### src/itrd_pkg.sv
// Shared types, constants and the digit glyph function for the integer to
// radix digits unit. No dependencies.
package itrd_pkg;

  localparam int unsigned ValueWidth    = 32;
  localparam int unsigned CharWidth     = 7;
  localparam int unsigned RadixWidth    = 8;
  localparam int unsigned DigitWidth    = 4;
  localparam int unsigned StackDepth    = 32;
  localparam int unsigned CntWidth      = $clog2(StackDepth + 1);
  localparam int unsigned IdxWidth      = $clog2(StackDepth);
  localparam int unsigned BitsPerStep   = 8;
  localparam int unsigned StepsPerDigit = ValueWidth / BitsPerStep;
  localparam int unsigned StepCntWidth  = $clog2(StepsPerDigit);

  localparam logic [RadixWidth-1:0] RadixReset = 8'd10;
  localparam logic [RadixWidth-1:0] RadixMin   = 8'd2;
  localparam logic [RadixWidth-1:0] RadixMax   = 8'd16;

  localparam logic [CharWidth-1:0] CharSpace   = 7'h20;
  localparam logic [CharWidth-1:0] CharMinus   = 7'h2D;
  localparam logic [CharWidth-1:0] CharZero    = 7'h30;
  localparam logic [CharWidth-1:0] CharLetterA = 7'h41;
  localparam logic [CharWidth-1:0] CharError   = 7'h00;

  typedef enum logic [2:0] {
    CH_SPACE,
    CH_MINUS,
    CH_DIGIT,
    CH_ZERO,
    CH_ERR
  } char_sel_e;

  // Commands from the controller to the datapath.
  typedef struct packed {
    logic      load;
    logic      div_step;
    logic      push;
    logic      emit;
    char_sel_e sel;
    logic      last;
  } cmd_t;

  // Status from the datapath to the controller.
  typedef struct packed {
    logic in_zero;
    logic radix_ok;
    logic negative;
    logic quot_zero;
    logic out_free;
    logic last_digit;
  } st_t;

  function automatic logic [CharWidth-1:0] digit_glyph(input logic [DigitWidth-1:0] d);
    if (d < DigitWidth'(10)) begin
      return CharZero + CharWidth'(d);
    end else begin
      return CharLetterA + CharWidth'(d) - CharWidth'(10);
    end
  endfunction

endpackage

### src/itrd_dp.sv
// Datapath of the integer to radix digits unit: radix register, iterative
// divider, digit stack and output register. Depends on itrd_pkg.
module itrd_dp
  import itrd_pkg::*;
(
  input  logic                  clk_i,
  input  logic                  rst_ni,
  input  logic                  cfg_we_i,
  input  logic [RadixWidth-1:0] cfg_wdata_i,
  input  logic [ValueWidth-1:0] value_i,
  input  cmd_t                  cmd_i,
  output st_t                   st_o,
  output logic                  out_valid_o,
  input  logic                  out_stall_i,
  output logic [CharWidth-1:0]  char_code_o,
  output logic                  last_char_o,
  output logic                  bad_radix_o
);

  logic [RadixWidth-1:0] radix_q;
  logic                  neg_q;
  logic [ValueWidth-1:0] work_q;
  logic [DigitWidth-1:0] rem_q;
  logic [DigitWidth-1:0] stack_q [StackDepth];
  logic [CntWidth-1:0]   nd_q;
  logic                  out_valid_q;
  logic [CharWidth-1:0]  char_q;
  logic                  last_q;
  logic                  bad_q;

  logic [ValueWidth-1:0] mag;
  logic [ValueWidth-1:0] div_work;
  logic [DigitWidth-1:0] div_rem;
  logic [DigitWidth:0]   trial;
  logic [IdxWidth-1:0]   pop_idx;
  logic [DigitWidth-1:0] top_digit;
  logic [CharWidth-1:0]  char_sel;
  logic                  out_free;
  logic                  pop;

  assign mag = value_i[ValueWidth-1] ? (~value_i + ValueWidth'(1)) : value_i;

  // Restoring division: the dividend shifts out at the top while quotient
  // bits shift in at the bottom of the same register.
  always_comb begin
    div_work = work_q;
    div_rem  = rem_q;
    trial    = '0;
    for (int i = 0; i < BitsPerStep; i++) begin
      trial    = {div_rem, div_work[ValueWidth-1]};
      div_work = {div_work[ValueWidth-2:0], 1'b0};
      if (trial >= radix_q[DigitWidth:0]) begin
        div_rem     = DigitWidth'(trial - radix_q[DigitWidth:0]);
        div_work[0] = 1'b1;
      end else begin
        div_rem = trial[DigitWidth-1:0];
      end
    end
  end

  assign pop_idx   = IdxWidth'(nd_q - CntWidth'(1));
  assign top_digit = stack_q[pop_idx];
  assign out_free  = !out_valid_q || !out_stall_i;
  assign pop       = cmd_i.emit && (cmd_i.sel == CH_DIGIT) && out_free;

  always_comb begin
    case (cmd_i.sel)
      CH_SPACE: char_sel = CharSpace;
      CH_MINUS: char_sel = CharMinus;
      CH_DIGIT: char_sel = digit_glyph(top_digit);
      CH_ZERO:  char_sel = CharZero;
      CH_ERR:   char_sel = CharError;
      default:  char_sel = CharError;
    endcase
  end

  always_ff @(posedge clk_i or negedge rst_ni) begin
    if (!rst_ni) begin
      radix_q     <= RadixReset;
      nd_q        <= '0;
      out_valid_q <= 1'b0;
    end else begin
      if (cfg_we_i) begin
        radix_q <= cfg_wdata_i;
      end
      if (cmd_i.load) begin
        nd_q <= '0;
      end else if (cmd_i.push) begin
        nd_q <= nd_q + CntWidth'(1);
      end else if (pop) begin
        nd_q <= nd_q - CntWidth'(1);
      end
      if (cmd_i.emit && out_free) begin
        out_valid_q <= 1'b1;
      end else if (out_free) begin
        out_valid_q <= 1'b0;
      end
    end
  end

  always_ff @(posedge clk_i) begin
    if (cmd_i.load) begin
      neg_q  <= value_i[ValueWidth-1];
      work_q <= mag;
      rem_q  <= '0;
    end else if (cmd_i.div_step) begin
      work_q <= div_work;
      rem_q  <= cmd_i.push ? '0 : div_rem;
    end
    if (cmd_i.push) begin
      stack_q[nd_q[IdxWidth-1:0]] <= div_rem;
    end
    if (cmd_i.emit && out_free) begin
      char_q <= char_sel;
      last_q <= cmd_i.last;
      bad_q  <= (cmd_i.sel == CH_ERR);
    end
  end

  assign st_o.in_zero    = (value_i == '0);
  assign st_o.radix_ok   = (radix_q >= RadixMin) && (radix_q <= RadixMax);
  assign st_o.negative   = neg_q;
  assign st_o.quot_zero  = (div_work == '0);
  assign st_o.out_free   = out_free;
  assign st_o.last_digit = (nd_q == CntWidth'(1));

  assign out_valid_o = out_valid_q;
  assign char_code_o = char_q;
  assign last_char_o = last_q;
  assign bad_radix_o = bad_q;

  a_push_room : assert property (@(posedge clk_i) disable iff (!rst_ni)
    cmd_i.push |-> (nd_q != CntWidth'(StackDepth)))
    else $error("digit stack overflow");

  a_pop_data : assert property (@(posedge clk_i) disable iff (!rst_ni)
    (cmd_i.emit && cmd_i.sel == CH_DIGIT) |-> (nd_q != '0))
    else $error("digit emitted from an empty stack");

endmodule

### src/itrd_ctrl.sv
// Controller of the integer to radix digits unit: sequences acceptance,
// division steps and character emission. Depends on itrd_pkg.
module itrd_ctrl
  import itrd_pkg::*;
(
  input  logic clk_i,
  input  logic rst_ni,
  input  logic in_valid_i,
  output logic in_stall_o,
  input  st_t  st_i,
  output cmd_t cmd_o
);

  typedef enum logic [2:0] {
    S_IDLE,
    S_DIV,
    S_SPACE,
    S_MINUS,
    S_DIGIT,
    S_ZSPACE,
    S_ZERO,
    S_ERR
  } state_e;

  state_e                  state_q;
  logic [StepCntWidth-1:0] cnt_q;
  logic                    accept;
  logic                    last_step;

  assign in_stall_o = (state_q != S_IDLE);
  assign accept     = in_valid_i && (state_q == S_IDLE);
  assign last_step  = (cnt_q == StepCntWidth'(StepsPerDigit - 1));

  always_comb begin
    cmd_o          = '0;
    cmd_o.sel      = CH_SPACE;
    cmd_o.load     = accept;
    case (state_q)
      S_DIV: begin
        cmd_o.div_step = 1'b1;
        cmd_o.push     = last_step;
      end
      S_SPACE, S_ZSPACE: begin
        cmd_o.emit = 1'b1;
        cmd_o.sel  = CH_SPACE;
      end
      S_MINUS: begin
        cmd_o.emit = 1'b1;
        cmd_o.sel  = CH_MINUS;
      end
      S_DIGIT: begin
        cmd_o.emit = 1'b1;
        cmd_o.sel  = CH_DIGIT;
        cmd_o.last = st_i.last_digit;
      end
      S_ZERO: begin
        cmd_o.emit = 1'b1;
        cmd_o.sel  = CH_ZERO;
        cmd_o.last = 1'b1;
      end
      S_ERR: begin
        cmd_o.emit = 1'b1;
        cmd_o.sel  = CH_ERR;
        cmd_o.last = 1'b1;
      end
      default: begin
      end
    endcase
  end

  always_ff @(posedge clk_i or negedge rst_ni) begin
    if (!rst_ni) begin
      state_q <= S_IDLE;
      cnt_q   <= '0;
    end else begin
      case (state_q)
        S_IDLE: begin
          cnt_q <= '0;
          if (accept) begin
            if (st_i.in_zero) begin
              state_q <= S_ZSPACE;
            end else if (!st_i.radix_ok) begin
              state_q <= S_ERR;
            end else begin
              state_q <= S_DIV;
            end
          end
        end
        S_DIV: begin
          cnt_q <= cnt_q + StepCntWidth'(1);
          if (last_step && st_i.quot_zero) begin
            state_q <= S_SPACE;
          end
        end
        S_SPACE: begin
          if (st_i.out_free) begin
            state_q <= st_i.negative ? S_MINUS : S_DIGIT;
          end
        end
        S_MINUS: begin
          if (st_i.out_free) begin
            state_q <= S_DIGIT;
          end
        end
        S_DIGIT: begin
          if (st_i.out_free && st_i.last_digit) begin
            state_q <= S_IDLE;
          end
        end
        S_ZSPACE: begin
          if (st_i.out_free) begin
            state_q <= S_ZERO;
          end
        end
        S_ZERO, S_ERR: begin
          if (st_i.out_free) begin
            state_q <= S_IDLE;
          end
        end
        default: state_q <= S_IDLE;
      endcase
    end
  end

  a_div_runs : assert property (@(posedge clk_i) disable iff (!rst_ni)
    (state_q == S_DIV && !last_step) |=> (state_q == S_DIV))
    else $error("division left before all steps were done");

endmodule

### src/integer_to_radix_digits_unit.sv
// Top level of the integer to radix digits unit: joins the controller and
// the datapath. Depends on itrd_pkg, itrd_ctrl and itrd_dp.
//
// Usage: each input transaction carries a signed 32-bit value. The unit
// answers with a string of ASCII characters in the radix held in the
// configuration register (reset value 10): a space, a '-' for negative
// values, then the digits most significant first, the final character
// flagged by last_char_o. Zero always yields a space then '0'. A nonzero
// value under a radix outside 2 to 16 yields one transaction with
// bad_radix_o and last_char_o set and a character code of zero.
// Both channels use valid and stall; a transaction completes when valid is
// high and stall is low. One value is worked on at a time: in_stall_o stays
// high from acceptance until the final character has been loaded into the
// output register, so the next value can be taken while that character still
// waits to be collected.
// Timing: the divider resolves 8 quotient bits per cycle, so each digit
// takes a full 32-bit division; the first character appears only once
// every digit has been stacked, and characters then leave one per cycle
// while the receiver does not stall. The longest work comes from the most
// negative value under radix 2. Stalling the output simply holds the
// current character and pauses the controller's character emission.
// Reset empties the output register and restores the radix to 10.
module integer_to_radix_digits_unit
  import itrd_pkg::*;
(
  input  logic                  clk_i,
  input  logic                  rst_ni,
  input  logic                  cfg_we_i,
  input  logic [RadixWidth-1:0] cfg_wdata_i,
  input  logic                  in_valid_i,
  output logic                  in_stall_o,
  input  logic [ValueWidth-1:0] value_i,
  output logic                  out_valid_o,
  input  logic                  out_stall_i,
  output logic [CharWidth-1:0]  char_code_o,
  output logic                  last_char_o,
  output logic                  bad_radix_o
);

  cmd_t cmd;
  st_t  st;

  // The controller decides what happens each cycle; the datapath only acts
  // on its commands and reports status back.
  itrd_ctrl u_ctrl (
    .clk_i      (clk_i),
    .rst_ni     (rst_ni),
    .in_valid_i (in_valid_i),
    .in_stall_o (in_stall_o),
    .st_i       (st),
    .cmd_o      (cmd)
  );

  itrd_dp u_dp (
    .clk_i       (clk_i),
    .rst_ni      (rst_ni),
    .cfg_we_i    (cfg_we_i),
    .cfg_wdata_i (cfg_wdata_i),
    .value_i     (value_i),
    .cmd_i       (cmd),
    .st_o        (st),
    .out_valid_o (out_valid_o),
    .out_stall_i (out_stall_i),
    .char_code_o (char_code_o),
    .last_char_o (last_char_o),
    .bad_radix_o (bad_radix_o)
  );

  // An error transaction is always a lone, final, empty character.
  a_err_form : assert property (@(posedge clk_i) disable iff (!rst_ni)
    (out_valid_o && bad_radix_o) |-> (last_char_o && char_code_o == CharError))
    else $error("malformed bad radix transaction");

endmodule
### config.mk
export PLATFORM = sky130hd
export DESIGN_NAME = integer_to_radix_digits_unit
export DESIGN_NICKNAME = d
export VERILOG_FILES = /design/src/itrd_pkg.sv /design/src/itrd_dp.sv /design/src/itrd_ctrl.sv /design/src/integer_to_radix_digits_unit.sv
export SDC_FILE = /design/constraint.sdc
export NUM_CORES = 1
export LEC_CHECK = 0
export BUFFER_PORTS_ARGS = -buffer_cell sky130_fd_sc_hd__buf_2
export CORE_UTILIZATION = 45
export DETAILED_ROUTE_END_ITERATION = 8
export MAX_ROUTING_LAYER = met4
export REMOVE_ABC_BUFFERS = 1
export SETUP_SLACK_MARGIN = 0.4
export SLEW_MARGIN = 20
export SYNTH_ARGS = -nofsm -noshare
export SYNTH_HDL_FRONTEND = slang
export SYNTH_HIERARCHICAL = 1
export SYNTH_SLANG_ARGS = --single-unit
### constraint.sdc
create_clock -name clk_i -period 17.9 [get_ports clk_i]
set_input_delay 0 -clock clk_i [delete_from_list [all_inputs] [get_ports clk_i]]
set_output_delay 0 -clock clk_i [all_outputs]
set_load 0.02 [all_outputs]
# Word-level counts from Yosys, hierarchy flattened
# Memory sizes are Yosys's and may differ from the RTL's.
# Cells that the tools add are included.
[word_totals]
memories = 1
inputBits = 45
elab_cells = 125
regBits = 66
output_inout_bits = 11
ramBits = 128
[op_classes]
n_lt_le_gt_ge = 11
add_sub_neg = 15
n_mux = 44
reduce_logical = 22
n_eq_ne = 20
bitwise_logic = 1
[mem_list]
columns = ["memory", "words", "width", "read_ports", "rd_ports_with_merged_regs", "wr", "line_no", "text"]
rows = [
  ["u_dp.stack_q", 32, 4, 1, 0, 1, "itrd_dp.sv:24", "logic [DigitWidth-1:0] stack_q [StackDepth];"],
]
[ops]
columns = ["operator", "n"]
rows = [
  ["32-bit two-way mux", 3],
  ["32-bit logical NOT", 2],
  ["5-bit greater-or-equal comparator", 8],
  ["4-bit two-way mux", 9],
  ["32-bit by 1-bit adder with 32-bit output, second input constant", 1],
  ["32-bit NOT", 1],
  ["4-bit subtractor", 8],
  ["3-bit two-way mux", 10],
  ["7-bit case mux with 4 select lines", 1],
  ["3-bit case mux with 7 select lines", 1],
  ["4-bit case mux with 5 select lines", 1],
  ["6-bit two-way mux", 3],
  ["3-bit == test, second input constant", 5],
  ["2-bit by 1-bit inequality test with 1-bit output, second input constant", 7],
  ["3-bit by 2-bit == test with 1-bit output, second input constant", 4],
  ["1-bit two-way mux", 12],
  ["8-bit by 2-bit greater-or-equal comparator with 1-bit output, second input constant", 1],
  ["8-bit by 5-bit <= comparator with 1-bit output, second input constant", 1],
  ["6-bit by 4-bit adder with 7-bit output, first input constant", 1],
  ["7-bit by 4-bit adder with 7-bit output, first input constant", 1],
  ["1-bit logical AND", 7],
  ["7-bit two-way mux", 1],
  ["7-bit AND reduction", 1],
  ["7-bit by 4-bit subtractor with 7-bit output, second input constant", 1],
  ["16 further kinds", 23],
]

# Depth between registers and ports, before layout
[logic_depth]
word_depth = 20
mapped_depth = 63
ltp_nobuf = 62

# By module
# Netlist, hierarchy kept.
[modules_own_cells]
columns = ["module", "cells_per_inst", "area_per_inst_um2", "seq_area_each_um2", "instances"]
rows = [
  ["itrd_dp", 809, 10211.0, 5562.8, 1],
  ["itrd_ctrl", 49, 420.4, 125.1, 1],
]

# Worst setup path after synthesis
# OpenSTA, ideal clock, no wires.
[synth_timing]
kind = "reg-to-reg"
from = "reg u_dp.radix_q[1]"
to = "mem u_dp.stack_q[0][2], data pin"
path_buffers = 1
period_less_slack_ns = 14.257
setup_ns = 0.454
slack_ns = 3.643
required_time_ns = 17.446
arrival_time_ns = 13.803
stages_incl_launch_ff = 59
path_cell_list = "dfstp_2 -> inv_1 -> ha_1 -> a21o_1 -> a21oi_1 -> o21ai_0 -> a21oi_1 -> mux2_2 -> inv_1 -> ha_1 -> nor2b_1 -> o21a_1 -> o21ai_0 -> nand2_1 -> a21oi_1 -> mux2_2 -> inv_1 -> ha_1 -> (+23 left out) -> a21oi_1 -> o21ai_0 -> a21oi_1 -> mux2_2 -> inv_1 -> ha_1 -> a21o_1 -> a21o_1 -> a21o_1 -> a21oi_1 -> mux2i_1 -> ha_1 -> a21o_1 -> a21o_1 -> a21o_1 -> a21o_1 -> clkbuf_1 -> o21ai_0"
[synth_via]
elab_chain_cells = 16
elab_cells_between_ends = 24
cone_classes = "8 x add/sub; 8 x order compare; 8 x mux"
[synth_rtl]
columns = ["element", "line_no", "text"]
rows = [
  ["start: declaration", "itrd_dp.sv:20", "logic [RadixWidth-1:0] radix_q;"],
  ["start signal: assignment", "itrd_dp.sv:79", "radix_q <= RadixReset;"],
  ["start signal: assignment", "itrd_dp.sv:84", "radix_q <= cfg_wdata_i;"],
  ["4-bit subtractor or 5-bit greater-or-equal comparator (tied branches)", "itrd_dp.sv:53, itrd_dp.sv:52", ""],
  ["4-bit two-way mux", "itrd_dp.sv:52", "if (trial >= radix_q[DigitWidth:0]) begin"],
  ["4-bit subtractor or 5-bit greater-or-equal comparator (tied branches)", "itrd_dp.sv:53, itrd_dp.sv:52", ""],
  ["4-bit two-way mux", "itrd_dp.sv:52", ""],
  ["4-bit subtractor or 5-bit greater-or-equal comparator (tied branches)", "itrd_dp.sv:53, itrd_dp.sv:52", ""],
  ["4-bit two-way mux", "itrd_dp.sv:52", ""],
  ["5-bit greater-or-equal comparator or 4-bit subtractor (tied branches)", "itrd_dp.sv:52, itrd_dp.sv:53", ""],
  ["4-bit two-way mux", "itrd_dp.sv:52", ""],
  ["4-bit subtractor or 5-bit greater-or-equal comparator (tied branches)", "itrd_dp.sv:53, itrd_dp.sv:52", ""],
  ["4-bit two-way mux", "itrd_dp.sv:52", ""],
  ["4-bit subtractor or 5-bit greater-or-equal comparator (tied branches)", "itrd_dp.sv:53, itrd_dp.sv:52", ""],
  ["4-bit two-way mux", "itrd_dp.sv:52", ""],
  ["5-bit greater-or-equal comparator or 4-bit subtractor (tied branches)", "itrd_dp.sv:52, itrd_dp.sv:53", ""],
  ["4-bit two-way mux", "itrd_dp.sv:52", ""],
  ["4-bit subtractor or 5-bit greater-or-equal comparator (tied branches)", "itrd_dp.sv:53, itrd_dp.sv:52", ""],
  ["4-bit two-way mux *", "itrd_dp.sv:52", ""],
  ["named net u_dp.div_rem[2]", "itrd_dp.sv:33", "logic [DigitWidth-1:0] div_rem;"],
  ["end: declaration", "itrd_dp.sv:24", ""],
]
# Mark *: on every way through the listed nets, which the timed path passes. The rest lies on a longest branch.

==> results by group <==
Logic synthesis
  • Main flop type after synthesis: edfxtp_1
  • Synth Cell Area: approximately 11,000 um2
  • Post-synthesis cell type count: approximately 60
  • Seq cells post-synth: 194
  • Post-Syn Instances: 858
  • Synth Area per Inst: 12.4 um2
  • Async set-reset flop share out of synthesis: 10.3%
  • Register area share after synthesis: 53.5%
  • EDFF count, synth: 170
  • Synth warn: 6

Worst setup path
  • Worst Setup Start Kind: flip-flop
  • CP Capture Type: flip-flop
  • CP peak stage delay: 0.75 ns
  • Critical Path RT: about 18 ns
  • Reg2reg path depth: 61
  • Most used cell, CP: a21o_1
  • Critical Path Fanout Max: 15
  • Crit path buf inv count: 7
  • Critical path depth in cells: 61
  • Worst path slowest cell: dfstp_2
  • Delay-heaviest family, CP: compound AO/OA/AOI/OAI gates
  • Arr. time, crit path: ~16 ns
  • Setup Crit Path Kind: reg2reg

CTS
  • # clock sinks: 194
  • Worst skew pair latency: 0.44 ns
  • CTS tree: built
  • H-tree Lvls: 4
  • Postcts setup bufs: 0
  • CTS Buf Count: 17
  • Maximum clock path buffer count: 2
  • Root Driver: clkbuf_16
  • CTS clock-pin slew for the worst setup and hold paths: about 0.070 ns
  • CTS resizes: 0

Floorplan
  • I/O pin count: 56
  • Core Area: around 23,000 um2
  • Width of the die: 156 um
  • Die height: 156 um
  • Rows: 55
  • Initial Util: 46.4%
  • Die area: 24,200 um2

Finish
  • Most frequent cells in the layout: 170 x edfxtp_1, 102 x nor2_1, 55 x buf_2, 48 x a21oi_1, 48 x ha_1
  • Nets@finish: between 1,000 and 1,500
  • Most common cell after layout, fill and taps aside: edfxtp_1
  • Layout cells sized above 1: 18.2%
  • Diode count: 0
  • Area delta synth->final: 15.2%

Timing
  • Maximum clock frequency: 63.5 MHz
  • Rel. slew slack: 38.1%
  • Min Tclk post-route: 15.75 ns
  • Fin Clk Skew: 0.0186 ns
  • Fin. max-slew vios: 0
  • RSZ-0062 raised after global routing: false
  • Hold Vio Cnt, Final: 0
  • Tcrit/Tclk final: 88.0%
  • Setup TNS: 0 ns
  • Worst-margin pin slew: approximately 0.91 ns
  • Setup violators final: 0

Drt
  • DRT iter0 DRCs: 380
  • DRT Wirelength: 23,700 um
  • Wire per inst: 18.6 um
  • Routed via count: 7,013
  • Drt pass-1 iters: 5
  • Remaining antenna violation count after routing: 0
  • DRC Markers: 0
  • Vias/cell: 5.51

Global routing
  • Vias in the first global route: about 7,000
  • Global-route wire length before repair: between 30,000 and 40,000 um
  • Total grt overflow: 0
  • Pin count of the biggest net entering global routing: just under 60
  • Initial antenna violation count: 0
  • Total GRT Usage: between 20% and 30%

Place
  • Post-DP HPWL: 16,500 um
  • Final GP Congestion: 0.874
  • Port buffer count: 55

Flow run
  • Max-cap violations: 0

Status
  • Status: completed

Worst hold path
  • Hold path cells: 3
  • Hold WC Path Type: in2reg
==> cells by family after synthesis <==
group | synth area share [%]
xor+xnor | 4.61
buf+inv | 3.10
mux | 11.1
fa+ha+maj | 7.16
simple gates | 10.8
compound gates | 9.74
flops | 53.5
==> cells in the mapped netlist, types with 3 or more instances <==
master | count | area share [%]
a21o_1 | 17 | 1.2
inv_1 | 45 | 1.6
edfxtp_1 | 170 | 48
and2_1 | 3 | 0.18
mux4_2 | 34 | 7.2
a21oi_1 | 50 | 2.4
mux2i_1 | 14 | 1.3
nand3_1 | 12 | 0.56
nand4_1 | 6 | 0.35
clkbuf_1 | 21 | 0.74
buf_4 | 4 | 0.28
nor2_1 | 102 | 3.6
dfrtp_1 | 18 | 4.2
a31o_2 | 3 | 0.25
xnor2_1 | 22 | 1.8
nor4_1 | 10 | 0.59
dfxtp_1 | 4 | 0.75
ha_1 | 48 | 5.6
fa_1 | 8 | 1.5
o31ai_1 | 15 | 1.1
xor2_1 | 34 | 2.8
nand2b_1 | 12 | 0.71
nor3b_1 | 5 | 0.35
mux2_2 | 22 | 2.3
o21ai_0 | 27 | 1.3
and3_1 | 5 | 0.29
a41oi_1 | 5 | 0.41
nor2b_1 | 10 | 0.59
a31oi_1 | 4 | 0.24
o21a_1 | 5 | 0.35
nand2_1 | 46 | 1.6
buf_1 | 4 | 0.14
or3_1 | 9 | 0.53
nor3_1 | 13 | 0.61
o22ai_1 | 11 | 0.65
==> layer usage <==
layer,vias up,wire [um],GRT usage (%)
met5,-,0,-
met4,0,298,5.70
met3,18,899,3.53
met2,157,11700,35.0
met1,3438,10900,27.8
li1,3400,-,-
==> tightest hold or removal path, delay by kind of cell <==
kind | cells | cell delay (ns)
AOI/OAI and AO/OA | 1 | 0.13
buffers and inverters | 1 | 0.12
xor gates and xnor gates | 1 | 0.08
==> path summary, 6_finish.rpt <==
path                                      start           endpoint  slack, ns
worst max-delay path            u_dp/radix_q[1]  u_ctrl/state_q[2]       2.15
worst max register to register  u_dp/radix_q[1]  u_ctrl/state_q[2]       2.15
worst min-delay path                value_i[22]    u_dp/work_q[22]       0.01
worst min register to register  u_ctrl/cnt_q[1]    u_ctrl/cnt_q[1]       0.50
min in group asynchronous                rst_ni  u_ctrl/state_q[1]       0.05
max in group asynchronous                rst_ni       u_dp/nd_q[0]      17.49
==> final cells by class <==
type	instances	area, um2
Sequential cell	194	5690
Timing Repair Buffer	103	736
Fill cell	1957	10700
Clock buffer	17	425
Tap cell	313	392
Clock inverter	15	193
Multi-Input combinational cell	585	4640
Inverter	46	173
==> flip-flops by register name (all words and copies together) (netlist names) <==
register,flops
u_ctrl/state_q,3
u_dp/nd_q,6
u_dp/neg_q,1
u_dp/radix_q,8
u_dp/rem_q,4
u_dp/bad_radix_o,1
u_dp/last_char_o,1
u_dp/work_q,32
u_ctrl/cnt_q,2
u_dp/char_code_o,7
u_dp/stack_q,128
u_dp/out_valid_o,1
==> repair_timing <==
action                                  in CTS  in global routing
hold endpoints to repair                    48                  0
endpoints found under the setup margin       0                  0
hold buffers                                40                  0
==> per-stage QoR <==
stage / setup slack, ns / utilization [%] / hold WS (ns) / cell area (um2) / instances
final: 2.15 / 53.4 / 0.0123 / 12200 / 1273
after global routing: 1.24 / 53.4 / 0.0260 / 12200 / 1273
after CTS: 2.28 / 53.4 / 0.00236 / 12200 / 1273
after detailed placement: 2.33 / 49.0 / -0.00844 / 11200 / 1201
after global placement: 2.59 / 49.0 / -0.00970 / 11200 / 1201
after floorplan: 3.75 / - / -0.296 / 10500 / 825
Power is not shown: default switching activity piles up to over one toggle a cycle in this logic, so the estimate is an artifact.
